File: config.mk
export PLATFORM = sky130hd
export DESIGN_NAME = rds_alt_freq_list_decoder
export DESIGN_NICKNAME = d
export VERILOG_FILES = /design/src/rtl/rdsaf_pkg.sv /design/src/rtl/rdsaf_khz.sv /design/src/rtl/rds_alt_freq_list_decoder.sv
export SDC_FILE = /design/constraint.sdc
export NUM_CORES = 1
export LEC_CHECK = 0
export BUFFER_PORTS_ARGS = -buffer_cell sky130_fd_sc_hd__clkbuf_2
export CAP_MARGIN = 20
export CORE_MARGIN = 4
export CORE_UTILIZATION = 30
export DETAILED_ROUTE_END_ITERATION = 16
export SKIP_CTS_REPAIR_TIMING = 1
export SLEW_MARGIN = 20
export SYNTH_ARGS = -nofsm -noshare
export SYNTH_HDL_FRONTEND = slang
export SYNTH_HIERARCHICAL = 1
export SYNTH_SLANG_ARGS = --single-unit
File: constraint.sdc
create_clock -name clk -period 6.2 [get_ports clk]
set_clock_uncertainty 0.05 [all_clocks]
set_input_delay 0.31 -clock clk [delete_from_list [all_inputs] [get_ports clk]]
set_output_delay 0.31 -clock clk [all_outputs]
set_load 0.02 [all_outputs]
File: src/rtl/rdsaf_pkg.sv
// Shared types and constants for the RDS alternative-frequency list decoder.
// No dependencies; imported by every module of the block.
`timescale 1ns / 1ps
`default_nettype none

package rdsaf_pkg;

  localparam int CODE_W  = 8;
  localparam int KHZ_W   = 17;
  localparam int COUNT_W = 5;

  // AF code points
  localparam logic [CODE_W-1:0] CODE_FILL_A = 8'd205;
  localparam logic [CODE_W-1:0] CODE_FILL_B = 8'd224;
  localparam logic [CODE_W-1:0] CODE_CNT_LO = 8'd225;
  localparam logic [CODE_W-1:0] CODE_CNT_HI = 8'd249;
  localparam logic [CODE_W-1:0] CODE_LFMF   = 8'd250;
  localparam logic [CODE_W-1:0] FM_MAX      = 8'd204;
  localparam logic [CODE_W-1:0] LFMF_MAX    = 8'd135;
  localparam logic [CODE_W-1:0] LF_LAST     = 8'd15;

  // Frequency mapping
  localparam logic [KHZ_W-1:0] FM_BASE_KHZ   = 17'd87500;
  localparam logic [KHZ_W-1:0] FM_STEP_KHZ   = 17'd100;
  localparam logic [KHZ_W-1:0] LF_BASE_KHZ   = 17'd144;
  localparam logic [KHZ_W-1:0] MF_BASE_KHZ   = 17'd522;
  localparam logic [KHZ_W-1:0] LFMF_STEP_KHZ = 17'd9;

  typedef enum logic [2:0] {
    OUT_STORED    = 3'd0,
    OUT_FILLER    = 3'd1,
    OUT_COUNT_SET = 3'd2,
    OUT_LFMF_MARK = 3'd3,
    OUT_OVERFLOW  = 3'd4,
    OUT_INVALID   = 3'd5
  } outcome_t;

  // Result of converting one code to a frequency
  typedef struct packed {
    logic             valid;
    logic [KHZ_W-1:0] khz;
  } conv_t;

endpackage

`default_nettype wire

File: src/rtl/rdsaf_khz.sv
// Converts one AF code to kHz for the FM or LF/MF band and flags codes in range.
// Depends on rdsaf_pkg.
`timescale 1ns / 1ps
`default_nettype none

module rdsaf_khz (
  input  wire logic [rdsaf_pkg::CODE_W-1:0] code,
  input  wire logic                         lfmf,
  output rdsaf_pkg::conv_t                  conv
);
  import rdsaf_pkg::*;

  logic [KHZ_W-1:0] code_ext;
  logic [KHZ_W-1:0] fm_khz;
  logic [KHZ_W-1:0] lf_khz;
  logic [KHZ_W-1:0] mf_khz;

  assign code_ext = KHZ_W'(code);
  assign fm_khz   = FM_BASE_KHZ + code_ext * FM_STEP_KHZ;
  assign lf_khz   = LF_BASE_KHZ + code_ext * LFMF_STEP_KHZ;
  assign mf_khz   = MF_BASE_KHZ + (code_ext - KHZ_W'(LF_LAST)) * LFMF_STEP_KHZ;

  always_comb begin
    if (lfmf) begin
      conv.valid = (code != '0) && (code <= LFMF_MAX);
      conv.khz   = (code <= LF_LAST) ? lf_khz : mf_khz;
    end else begin
      conv.valid = (code != '0) && (code <= FM_MAX);
      conv.khz   = fm_khz;
    end
  end

endmodule

`default_nettype wire

File: src/rtl/rds_alt_freq_list_decoder.sv
// RDS alternative-frequency list decoder, top level.
// Depends on rdsaf_pkg and rdsaf_khz.
//
// Usage:
//   Input channel: in_valid / in_stall / in_af_code, one AF code byte per
//   transaction. Result channel: out_valid / out_stall and the result fields,
//   exactly one result transaction per input transaction, in order.
//   An accepted code sits in an input register; the edge that advances it runs
//   the conversion and list update and loads the result register, which raises
//   out_valid. Throughput is one code per cycle while the receiver does not
//   stall: list state updates in the same edge that loads the result register,
//   so the following code sees it immediately.
//   When the receiver stalls, the result register holds; one more code can
//   still be taken into the input register, after which in_stall rises until
//   the result is taken.
//   Synchronous reset (rst_n low) empties both registers, clears expected and
//   received counts, the LF/MF marker and the stored tuned/pending frequencies,
//   and sets the pair-check flag.
`timescale 1ns / 1ps
`default_nettype none

module rds_alt_freq_list_decoder (
  input  wire logic                          clk,
  input  wire logic                          rst_n,
  input  wire logic                          in_valid,
  output      logic                          in_stall,
  input  wire logic [rdsaf_pkg::CODE_W-1:0]  in_af_code,
  output      logic                          out_valid,
  input  wire logic                          out_stall,
  output      rdsaf_pkg::outcome_t           out_outcome,
  output      logic [rdsaf_pkg::KHZ_W-1:0]   out_freq_khz,
  output      logic [rdsaf_pkg::COUNT_W-1:0] out_entry_index,
  output      logic [rdsaf_pkg::COUNT_W-1:0] out_received_count,
  output      logic [rdsaf_pkg::COUNT_W-1:0] out_expected_count,
  output      logic                          out_list_complete,
  output      logic                          out_method_b
);
  import rdsaf_pkg::*;

  logic                s1_valid_r;
  logic [CODE_W-1:0]   s1_code_r;
  logic                advance;
  logic                in_take;

  logic [COUNT_W-1:0]  exp_r, exp_nxt;
  logic [COUNT_W-1:0]  rcv_r, rcv_nxt;
  logic                lfmf_r, lfmf_nxt;
  logic [KHZ_W-1:0]    tuned_r, tuned_nxt;
  logic [KHZ_W-1:0]    pend_r, pend_nxt;
  logic                pairs_r, pairs_nxt;

  outcome_t            outcome_nxt;
  logic [KHZ_W-1:0]    freq_nxt;
  logic [COUNT_W-1:0]  index_nxt;

  logic                out_valid_r;
  outcome_t            out_outcome_r;
  logic [KHZ_W-1:0]    out_freq_r;
  logic [COUNT_W-1:0]  out_index_r;
  logic [COUNT_W-1:0]  out_rcv_r;
  logic [COUNT_W-1:0]  out_exp_r;
  logic                out_complete_r;
  logic                out_method_b_r;

  conv_t               conv;

  assign advance  = s1_valid_r && (!out_valid_r || !out_stall);
  assign in_stall = s1_valid_r && !advance;
  assign in_take  = in_valid && !in_stall;

  rdsaf_khz u_khz (
    .code (s1_code_r),
    .lfmf (lfmf_r),
    .conv (conv)
  );

  always_comb begin
    exp_nxt     = exp_r;
    rcv_nxt     = rcv_r;
    lfmf_nxt    = 1'b0;
    tuned_nxt   = tuned_r;
    pend_nxt    = pend_r;
    pairs_nxt   = pairs_r;
    freq_nxt    = '0;
    index_nxt   = '0;
    outcome_nxt = OUT_INVALID;
    if (conv.valid && (exp_r != '0)) begin
      if (rcv_r < exp_r) begin
        outcome_nxt = OUT_STORED;
        freq_nxt    = conv.khz;
        index_nxt   = rcv_r;
        rcv_nxt     = COUNT_W'(rcv_r + 5'd1);
        if (rcv_r == '0) begin
          tuned_nxt = conv.khz;
          pairs_nxt = 1'b1;
        end else if (rcv_r[0]) begin
          pend_nxt = conv.khz;
        end else if ((pend_r != tuned_r) && (conv.khz != tuned_r)) begin
          pairs_nxt = 1'b0;
        end
      end else begin
        outcome_nxt = OUT_OVERFLOW;
        exp_nxt     = '0;
        rcv_nxt     = '0;
        pairs_nxt   = 1'b1;
      end
    end else if ((s1_code_r == CODE_FILL_A) || (s1_code_r == CODE_FILL_B)) begin
      outcome_nxt = OUT_FILLER;
    end else if ((s1_code_r >= CODE_CNT_LO) && (s1_code_r <= CODE_CNT_HI)) begin
      outcome_nxt = OUT_COUNT_SET;
      exp_nxt     = COUNT_W'(s1_code_r - CODE_FILL_B);
      rcv_nxt     = '0;
      pairs_nxt   = 1'b1;
    end else if (s1_code_r == CODE_LFMF) begin
      outcome_nxt = OUT_LFMF_MARK;
      lfmf_nxt    = 1'b1;
    end else begin
      outcome_nxt = OUT_INVALID;
      exp_nxt     = '0;
      rcv_nxt     = '0;
      pairs_nxt   = 1'b1;
    end
  end

  always_ff @(posedge clk) begin
    if (!rst_n) begin
      s1_valid_r  <= 1'b0;
      out_valid_r <= 1'b0;
      exp_r       <= '0;
      rcv_r       <= '0;
      lfmf_r      <= 1'b0;
      tuned_r     <= '0;
      pend_r      <= '0;
      pairs_r     <= 1'b1;
    end else begin
      if (in_take) begin
        s1_valid_r <= 1'b1;
      end else if (advance) begin
        s1_valid_r <= 1'b0;
      end
      if (advance) begin
        out_valid_r <= 1'b1;
        exp_r       <= exp_nxt;
        rcv_r       <= rcv_nxt;
        lfmf_r      <= lfmf_nxt;
        tuned_r     <= tuned_nxt;
        pend_r      <= pend_nxt;
        pairs_r     <= pairs_nxt;
      end else if (!out_stall) begin
        out_valid_r <= 1'b0;
      end
    end
  end

  // Payload registers
  always_ff @(posedge clk) begin
    if (in_take) begin
      s1_code_r <= in_af_code;
    end
    if (advance) begin
      out_outcome_r  <= outcome_nxt;
      out_freq_r     <= freq_nxt;
      out_index_r    <= index_nxt;
      out_rcv_r      <= rcv_nxt;
      out_exp_r      <= exp_nxt;
      out_complete_r <= (rcv_nxt == exp_nxt) && (rcv_nxt != '0);
      out_method_b_r <= exp_nxt[0] && (rcv_nxt >= 5'd3) && pairs_nxt;
    end
  end

  assign out_valid          = out_valid_r;
  assign out_outcome        = out_outcome_r;
  assign out_freq_khz       = out_freq_r;
  assign out_entry_index    = out_index_r;
  assign out_received_count = out_rcv_r;
  assign out_expected_count = out_exp_r;
  assign out_list_complete  = out_complete_r;
  assign out_method_b       = out_method_b_r;

endmodule

`default_nettype wire

==> impl_metrics.yaml, run 1 <==
outcome:
  outcome: "completed"
logic_synthesis:
  synth-edff-count: 45
  syn-instance-count: 694
  yosys_warnings: 6
  synth_top_area_frac: 0.205
  ys_dominant_reg_cell: "dfxtp_1"
  mappedNetlistArea_sq_um: 6610
  synth-seq-area-share: 0.350
  netlist_top_cells_area: "edfxtp_1 20%, ha_1 15%, dfxtp_1 15%, xor2_1 5.6%, nand2_1 5.5%"
  synthesis.area_per_instance_sq_um: 9.52
  synth_async_sr_flop_share: 0
  synth_seq_cells: 93
  postSynthNetCount: 792
  synth_cell_type_count: 79
  yosysTopAreaCell: "edfxtp_1"
critical_path:
  cp_arrival_ns: 5.61
  timing.critical_path.mode_cell: "ha_1"
  cp_cell_sequence: "ha_1 -> a31oi_2 -> o21ai_1 -> xnor2_1 -> xor2_1 -> ha_1 -> ha_1 -> ha_1 -> a21o_1 -> a21oi_1 -> o21ai_1 -> o31ai_2 -> a21boi_1 -> xor2_1 -> nor3_1 -> nand3_1 -> nor4_1 -> o41ai_1 -> a21boi_0 -> nor3_1"
  setup_slack_of_the_most_critical_reg_to_reg_path_ns: 0.62
  timing.setup.critical_path_class: "flop to flop"
  reg2reg_depth: 20
  critical_path.top_delay_family: "compound AO/OA/AOI/OAI gates"
  timing.critical_path.from_type: "flop"
  critical_path_cell_count: 20
  critical-path-slowest-cell: "edfxtp_1"
  critical_path_rt_ns: 6.23
  crit-reg2reg-capture: "out_method_b$_DFFE_PP_"
  timing.critical_path.to_type: "flop"
  cp.buffers_inverters: 0
  cp_slowest_stage_delay_ns: 0.66
  worstReg2RegStart: "s1_code_r[3]$_DFFE_PP_"
  maximum_fanout_along_the_worst_path: 16
  cp-startpoint: "s1_code_r[3]$_DFFE_PP_"
  critPathCapture: "out_method_b$_DFFE_PP_"
final_layout:
  synthToLayoutAreaGrowth_pct: 13.1
  fraction_of_final_layout_cells_sized_beyond_drive_strength_1: 0.147
  fin_cells: 1029
  final_nets: 842
  antenna_cells_inserted: 0
route:
  drtAntennaViolNets: 0
  detailedRoute.firstIterationViolations: 268
  num_vias: 5082
  drc: 0
  via_per_inst: 4.94
  drt_pre_antenna_iters: 4
  drt-wirelength-per-cell_microns: 16.0
  wl_mm: 16.5
pwr:
  ir_drop_v: 0.000165
  powerDensity_nw_per_um2: 267
  leakage_nw: 3.13
grt:
  globalRouteTotalUtil: 0.135
  grt_max_degree: 48
  grt_antenna_before_repair: 0
  first_global_vias: 4794
  grt_pass1_wl_mm: 26.2
  gr-total-overflow: 0
placed_design:
  gp_congestion: 0.868
  number_of_port_buffers: 50
  numPlacedInstances: 1013
  placement.setup.worst_slack_ns: 0.654
  place.detailed.hpwl_mm: 12.4
sta:
  min_period_ns: 5.58
  worst-slew-pin-transition_ns: 0.796
  finalCritPeriodShare: 0.899
  setup-violations-final: 0
  setup_total_negative_slack_ns: 0
  rsz_0062_raised_after_global_routing: "no"
  final_critical_path_setup_slack_ns: 0.624
  clock.fmax_mhz: 179
  final_hold_viol_count: 0
  maxSlewHeadroom: 0.468
  hold_ws_ns: 0.0752
  timing.final.max_slew_violations: 0
cts:
  ctsHtreeMaxLevel: 3
  tritoncts_num_sinks: 93
  buffer_depth_of_the_longest_clock_path: 2
  clkLatencyLatePin_ns: 0.35
  clock_buffer_count_from_cts: 9
  root_buffer: "clkbuf_16"
  tritoncts: "done"
  clk_pin_slew_worst_paths_ns: 0.07
worst_hold_path:
  worstHoldPathType: "primary input to flop"
  whs_path_depth: 1
floorplanning:
  core.rowCount: 54
  floorplan.initialDensity: 0.304
  core_area_sq_um: 21800
  dieHeight_microns: 156
  die-width_microns: 156
  floorplan.die_area_sq_um: 24500
  io_pins: 51
flow_run:
  drv_cap: 0
-- synthesized netlist by cell type, drive strengths merged, types with 12 or more instances --
cell,instances
nor2,38
and2,23
clkbuf,14
nand2,98
xor2,43
dfxtp,48
xnor2,36
a21oi,54
o21ai,21
nand3,14
edfxtp,45
ha,80
nor3,12
inv,35
-- sequential cells by signal, indices dropped and copies added, names as in the netlist --
register            count
out_expected_count      5
s1_valid_r              1
out_freq_khz           17
out_entry_index         5
lfmf_r                  1
out_outcome             3
out_valid               1
out_list_complete       1
rcv_r                   5
exp_r                   5
out_received_count      5
pend_r                 17
out_method_b            1
tuned_r                17
s1_code_r               8
pairs_r                 1
-- logic make-up after synthesis --
logic type / Yosys count / share of synthesized area
buffers and inverters: 57 / 0.0364
muxes: 5 / 0.00758
adders and majority gates: 86 / 0.170
and+or+nand+nor: 228 / 0.166
DFF: 93 / 0.350
AOI/OAI and AO/OA: 146 / 0.163
xor gates and xnor gates: 79 / 0.107
-- worst min-delay path by stage --
stage | endpoint | from
floorplan | pairs_r$_SDFFE_PN1P_ | rst_n
global placement | pend_r[11]$_SDFFE_PN0P_ | pend_r[11]$_SDFFE_PN0P_
detailed placement | pend_r[16]$_SDFFE_PN0P_ | pend_r[16]$_SDFFE_PN0P_
CTS | s1_code_r[7]$_DFFE_PP_ | in_af_code[7]
global route | s1_code_r[7]$_DFFE_PP_ | in_af_code[7]
finish | s1_code_r[7]$_DFFE_PP_ | in_af_code[7]
-- cell type report --
type	instances	area (sq um)
clock inverter	6	63.8
sequential	93	2310
tap	280	350
clock buffer	10	229
multi-input combinational	544	4050
timing repair buffer	61	333
fill	2252	14300
inverter	35	131
-- power breakdown --
| group | internal [mW] | total, mW | switching [mW] |
|---|---|---|---|
| logic | 0.288 | 0.743 | 0.455 |
| registers | 0.681 | 0.702 | 0.0218 |
| clock network | 0.312 | 0.552 | 0.240 |
| total | 1.28 | 2.00 | 0.717 |
-- worst reg2reg max path, cell delays in order, from the launching register on --
cell and delay, ns:
edfxtp_1 0.66, ha_1 0.33, a31oi_2 0.21, o21ai_1 0.18, xnor2_1 0.39, xor2_1 0.22, ha_1 0.26, ha_1 0.30
ha_1 0.35, a21o_1 0.21, a21oi_1 0.13, o21ai_1 0.12, o31ai_2 0.47, a21boi_1 0.38, xor2_1 0.19, nor3_1 0.06
nand3_1 0.07, nor4_1 0.06, o41ai_1 0.35, a21boi_0 0.23, nor3_1 0.07
-- layout by cell type (no fill, tap or decap), drive strengths merged, types with 35 or more instances in the layout --
| cell | instances |
|---|---|
| a21oi | 54 |
| clkbuf | 60 |
| dfxtp | 48 |
| edfxtp | 45 |
| ha | 80 |
| inv | 35 |
| nand2 | 98 |
| nor2 | 38 |
| xnor2 | 36 |
| xor2 | 43 |
-- through the flow --
| step | total power, mW | utilization | area, sq um |
|---|---|---|---|
| 2_1_floorplan | 1.28 | - | 6610 |
| 3_3_place_gp | 1.46 | 0.330 | 7180 |
| 3_5_place_dp | 1.46 | 0.330 | 7180 |
| 4_1_cts | 2.02 | 0.343 | 7470 |
| 5_1_grt | 2.12 | 0.343 | 7470 |
| 6_report | 2.00 | 0.343 | 7470 |
-- per-layer routing --
layer / up-vias / part of all wire / global-route usage
li1: 2553 / - / -
met1: 2402 / 0.50 / 0.203
met2: 111 / 0.44 / 0.199
met3: 16 / 0.050 / 0.0249
met4: 0 / 0.013 / 0.0360
met5: - / 0 / 0
Note: power is estimated with default switching activity, not from simulation.
==> run 2, diff against run 1 <==
GPL_TIMING_DRIVEN = 0   (was not set)
SLEW_MARGIN = 25   (was 20)
==> impl_metrics.yaml, run 2 (synthesized netlist as in run 1, its figures left out) <==
outcome:
  outcome: "completed"
cts:
  ctsHtreeMaxLevel: 3
  tritoncts_num_sinks: 93
  buffer_depth_of_the_longest_clock_path: 2
  clock_buffer_count_from_cts: 9
  tritoncts: "done"
  clkLatencyLatePin_ns: 0.35
  clk_pin_slew_worst_paths_ns: 0.07
  root_buffer: "clkbuf_16"
critical_path:
  cp-startpoint: "s1_code_r[2]$_DFFE_PP_"
  maximum_fanout_along_the_worst_path: 13
  timing.critical_path.to_type: "flop"
  critical_path_rt_ns: 6.23
  timing.critical_path.mode_cell: "ha_1"
  worstReg2RegStart: "s1_code_r[2]$_DFFE_PP_"
  cp_arrival_ns: 5.89
  cp_slowest_stage_delay_ns: 0.78
  critical-path-slowest-cell: "edfxtp_1"
  setup_slack_of_the_most_critical_reg_to_reg_path_ns: 0.34
  cp.buffers_inverters: 0
  cp_cell_sequence: "ha_1 -> a31oi_2 -> o21ai_1 -> xnor2_1 -> xor2_1 -> ha_1 -> ha_1 -> ha_1 -> a21o_1 -> a21oi_1 -> o21ai_1 -> o31ai_4 -> a21boi_2 -> xor2_1 -> nor3_1 -> nand3_1 -> nor4_1 -> o41ai_1 -> a21boi_0 -> nor3_1"
  reg2reg_depth: 20
  timing.setup.critical_path_class: "flop to flop"
  crit-reg2reg-capture: "out_method_b$_DFFE_PP_"
  timing.critical_path.from_type: "flop"
  critical_path.top_delay_family: "compound AO/OA/AOI/OAI gates"
route:
  drt_pre_antenna_iters: 4
  drtAntennaViolNets: 0
  via_per_inst: 4.95
  drc: 0
  detailedRoute.firstIterationViolations: 291
  wl_mm: 16.8
  drt-wirelength-per-cell_microns: 15.9
  num_vias: 5219
worst_hold_path:
  whs_path_depth: 1
  worstHoldPathType: "primary input to flop"
  worst_hold_startpoint: "in_af_code[4]"
  min_delay_worst_endpoint: "s1_code_r[4]$_DFFE_PP_"
placed_design:
  gp_congestion: 0.852
  place.detailed.hpwl_mm: 12.5
  placement.setup.worst_slack_ns: -0.320
  post_dp_area_sq_um: 7210
  number_of_port_buffers: 50
sta:
  finalCritPeriodShare: 0.945
  setup-violations-final: 0
  timing.final.max_slew_violations: 0
  maxSlewHeadroom: 0.537
  setup_total_negative_slack_ns: 0
  final_critical_path_setup_slack_ns: 0.343
  rsz_0062_raised_after_global_routing: "no"
  final_hold_viol_count: 0
  worst-slew-pin-transition_ns: 0.687
  min_period_ns: 5.86
  clock.fmax_mhz: 171
floorplanning:
  floorplan.die_area_sq_um: 24500
  dieHeight_microns: 156
  core_area_sq_um: 21800
  die-width_microns: 156
  core.rowCount: 54
  io_pins: 51
  floorplan.initialDensity: 0.304
final_layout:
  antenna_cells_inserted: 0
  synthToLayoutAreaGrowth_pct: 16.3
  final_nets: 867
  finalInstanceArea_sq_um: 7680
  mostFrequentLayoutCell: "nand2_1"
  layout.cells.most_common_list: "96 x nand2_1, 80 x ha_1, 51 x a21oi_1, 50 x clkbuf_2, 48 x dfxtp_1"
  fraction_of_final_layout_cells_sized_beyond_drive_strength_1: 0.158
grt:
  grt_max_degree: 47
  globalRouteTotalUtil: 0.137
  grt_antenna_before_repair: 0
  first_global_vias: 4810
  grt_pass1_wl_mm: 26.4
  gr-total-overflow: 0
pwr:
  power.sequential.fraction: 0.335
  ir_drop_v: 0.000167
  pwr-share-clk: 0.304
  p_switching_uw: 732
  p_int_mw: 1.38
  powerDensity_nw_per_um2: 275
  leakage_nw: 3.24
  power.share.switching: 0.346
  comb_power_share: 0.361
flow_run:
  drv_cap: 0
-- run 2: worst max path at each step --
stage / endpoint / slack, ns / cells after the start
after floorplan: out_method_b$_DFFE_PP_ / 1.24 / 21
after global placement: out_method_b$_DFFE_PP_ / -0.24 / 21
after detailed placement: out_method_b$_DFFE_PP_ / -0.32 / 21
after CTS: out_method_b$_DFFE_PP_ / -0.36 / 21
after global routing: out_method_b$_DFFE_PP_ / 0.03 / 20
final: out_method_b$_DFFE_PP_ / 0.34 / 20
-- run 2: area by class of cell --
cell class | count | area, sq um
Timing Repair Buffer | 64 | 355
Clock inverter | 6 | 110
Clock buffer | 10 | 239
Sequential cell | 93 | 2310
Tap cell | 280 | 350
Buffer | 22 | 113
Inverter | 35 | 131
Fill cell | 2224 | 14100
Multi-Input combinational cell | 544 | 4070
-- run 2: metal layers --
metal,vias up,GRT usage,routed length (microns)
met5,-,0,0
met4,0,0.0223,175
met3,12,0.0340,954
met2,135,0.213,7540
met1,2472,0.197,8140
li1,2600,-,-
-- run 2: power by group through the flow --
stage	registers [mW]	clock network, mW	logic (mW)
after CTS	0.712	0.658	0.749
after global placement	0.726	0	0.741
after detailed placement	0.725	0	0.745
after floorplan	0.735	0	0.540
final	0.708	0.643	0.764
after global routing	0.711	0.684	0.844
-- run 2: through the flow --
step	hold slack, ns	utilization	power [mW]	std cells
finish	0.0788	0.353	2.12	1054
global route	0.0654	0.353	2.24	1054
CTS	0.0678	0.347	2.12	1040
detailed placement	0.409	0.331	1.47	1024
global placement	0.405	0.331	1.47	1024
floorplan	0.332	-	1.28	694
==> run 3, diff against run 2 <==
CORE_UTILIZATION = 61   (was 30)
PLACE_DENSITY = 0.81   (was not set)
==> impl_metrics.yaml, run 3 (synthesized netlist as in run 1, its figures left out) <==
cts:
  buffer_depth_of_the_longest_clock_path: 2
  clock_buffer_count_from_cts: 9
  clk_pin_slew_worst_paths_ns: 0.10
  tritoncts_num_sinks: 93
  root_buffer: "clkbuf_8"
  tritoncts: "done"
  clkLatencyLatePin_ns: 0.36
  ctsHtreeMaxLevel: 3
route:
  detailedRoute.firstIterationViolations: 411
  wl_mm: 15.8
  drc: 0
  num_vias: 5444
  drt-wirelength-per-cell_microns: 17.3
  drt_pre_antenna_iters: 5
  via_per_inst: 5.95
  drtAntennaViolNets: 0
floorplanning:
  io_pins: 51
  die-width_microns: 112
  dieHeight_microns: 112
  floorplan.die_area_sq_um: 12600
  core_area_sq_um: 10400
  floorplan.initialDensity: 0.634
  core.rowCount: 37
grt:
  grt_antenna_before_repair: 0
  grt_pass1_wl_mm: 26.3
  grt_max_degree: 30
  first_global_vias: 5425
  globalRouteTotalUtil: 0.255
  gr-total-overflow: 0
final_layout:
  nFillCells: 775
  synthToLayoutAreaGrowth_pct: 12.0
  mostFrequentLayoutCell: "nand2_1"
  layout.cells.most_common_list: "96 x nand2_1, 80 x ha_1, 51 x clkbuf_2, 51 x a21oi_1, 48 x dfxtp_1"
  fraction_of_final_layout_cells_sized_beyond_drive_strength_1: 0.166
  antenna_cells_inserted: 0
  final_nets: 872
  multiInputGateArea_sq_um: 4090
  regArea_sq_um: 2310
flow_run:
  drv_cap: 0
critical_path:
  critical_path_rt_ns: 6.34
  timing.critical_path.to_type: "flop"
  reg2reg_depth: 21
  setup_slack_of_the_most_critical_reg_to_reg_path_ns: 0.42
  timing.critical_path.from_type: "flop"
  cp_arrival_ns: 5.92
  crit-reg2reg-capture: "out_method_b$_DFFE_PP_"
  maximum_fanout_along_the_worst_path: 8
  worstReg2RegStart: "s1_code_r[5]$_DFFE_PP_"
  timing.setup.critical_path_class: "flop to flop"
placed_design:
  placement.setup.worst_slack_ns: -0.167
  gp_congestion: 0.903
  number_of_port_buffers: 50
  place.detailed.hpwl_mm: 12.0
sta:
  min_period_ns: 5.78
  maxSlewHeadroom: 0.421
  final_critical_path_setup_slack_ns: 0.424
  final_hold_viol_count: 0
  timing.final.max_slew_violations: 0
  clock.fmax_mhz: 173
  setup_total_negative_slack_ns: 0
  worst-slew-pin-transition_ns: 0.861
  finalCritPeriodShare: 0.932
  rsz_0062_raised_after_global_routing: "no"
  setup-violations-final: 0
outcome:
  outcome: "completed"
pwr:
  powerDensity_nw_per_um2: 249
  ir_drop_v: 0.000143
  leakage_nw: 3.20
worst_hold_path:
  worst_hold_startpoint: "in_af_code[3]"
  min_delay_worst_endpoint: "s1_code_r[3]$_DFFE_PP_"
  whs_path_depth: 1
  worstHoldPathType: "primary input to flop"
[run 3: changes by cell type in the layout (fill, tap and decap cells not counted), sizes merged]
cell	before	now
bufinv	3	0
buf	22	27
clkbuf	74	77
[run 3: metal layers]
layer	vias to the layer above	routed length (microns)	global-route usage
met5	-	0	0
met4	0	396	0.0913
met3	32	1030	0.0394
met2	210	7650	0.432
met1	2594	6740	0.333
li1	2608	-	-
[run 3: critical path, cell delays in order (launching register included)]
cell and delay [ns]:
edfxtp_1 0.54, inv_1 0.19, ha_1 0.29, nand3_1 0.21, nand2_1 0.13, xnor2_2 0.31, inv_1 0.09, ha_1 0.32
ha_1 0.32, ha_1 0.35, a21oi_1 0.20, a2bb2oi_1 0.32, o21ai_1 0.21, o31ai_4 0.47, a21boi_2 0.39, xor2_1 0.11
nor3_1 0.20, nand3_1 0.11, nor4_2 0.27, o41ai_1 0.14, a21boi_0 0.14, nor3_1 0.23
[run 3: area by class of cell]
cell class                 count  share of cell area
clock buffer                  13              0.0215
clock inverter                 3             0.00287
timing repair buffer          69              0.0548
tap                          136              0.0230
multi-input combinational    544               0.553
sequential                    93               0.312
buffer                        22              0.0149
inverter                      35              0.0178
[run 3: stage by stage]
stage / util / power (mW) / instance area, sq um / instances / hold WS (ns)
3_5_place_dp: 0.677 / 1.46 / 7050 / 881 / 0.410
3_3_place_gp: 0.674 / 1.43 / 7030 / 880 / 0.406
6_report: 0.710 / 1.84 / 7400 / 915 / 0.0743
2_1_floorplan: - / 1.28 / 6610 / 694 / 0.332
5_1_grt: 0.710 / 1.95 / 7400 / 915 / 0.0525
4_1_cts: 0.694 / 1.82 / 7230 / 897 / 0.0562
[run 3: how the worst max path moves through the flow]
stage                                      start                     end  slack [ns]  cells after the start
after floorplan           s1_code_r[4]$_DFFE_PP_  out_method_b$_DFFE_PP_        1.24                     21
after global placement    s1_code_r[4]$_DFFE_PP_  out_method_b$_DFFE_PP_       -0.01                     21
after detailed placement  s1_code_r[4]$_DFFE_PP_  out_method_b$_DFFE_PP_       -0.17                     21
after CTS                 s1_code_r[4]$_DFFE_PP_  out_method_b$_DFFE_PP_       -0.22                     21
after global routing      s1_code_r[5]$_DFFE_PP_  out_method_b$_DFFE_PP_        0.04                     21
final                     s1_code_r[5]$_DFFE_PP_  out_method_b$_DFFE_PP_        0.42                     21
[run 3: power by group]
part	switching [mW]	internal (mW)	total, mW
Combinational	0.461	0.305	0.766
Sequential	0.0237	0.680	0.704
Clock	0.203	0.168	0.371
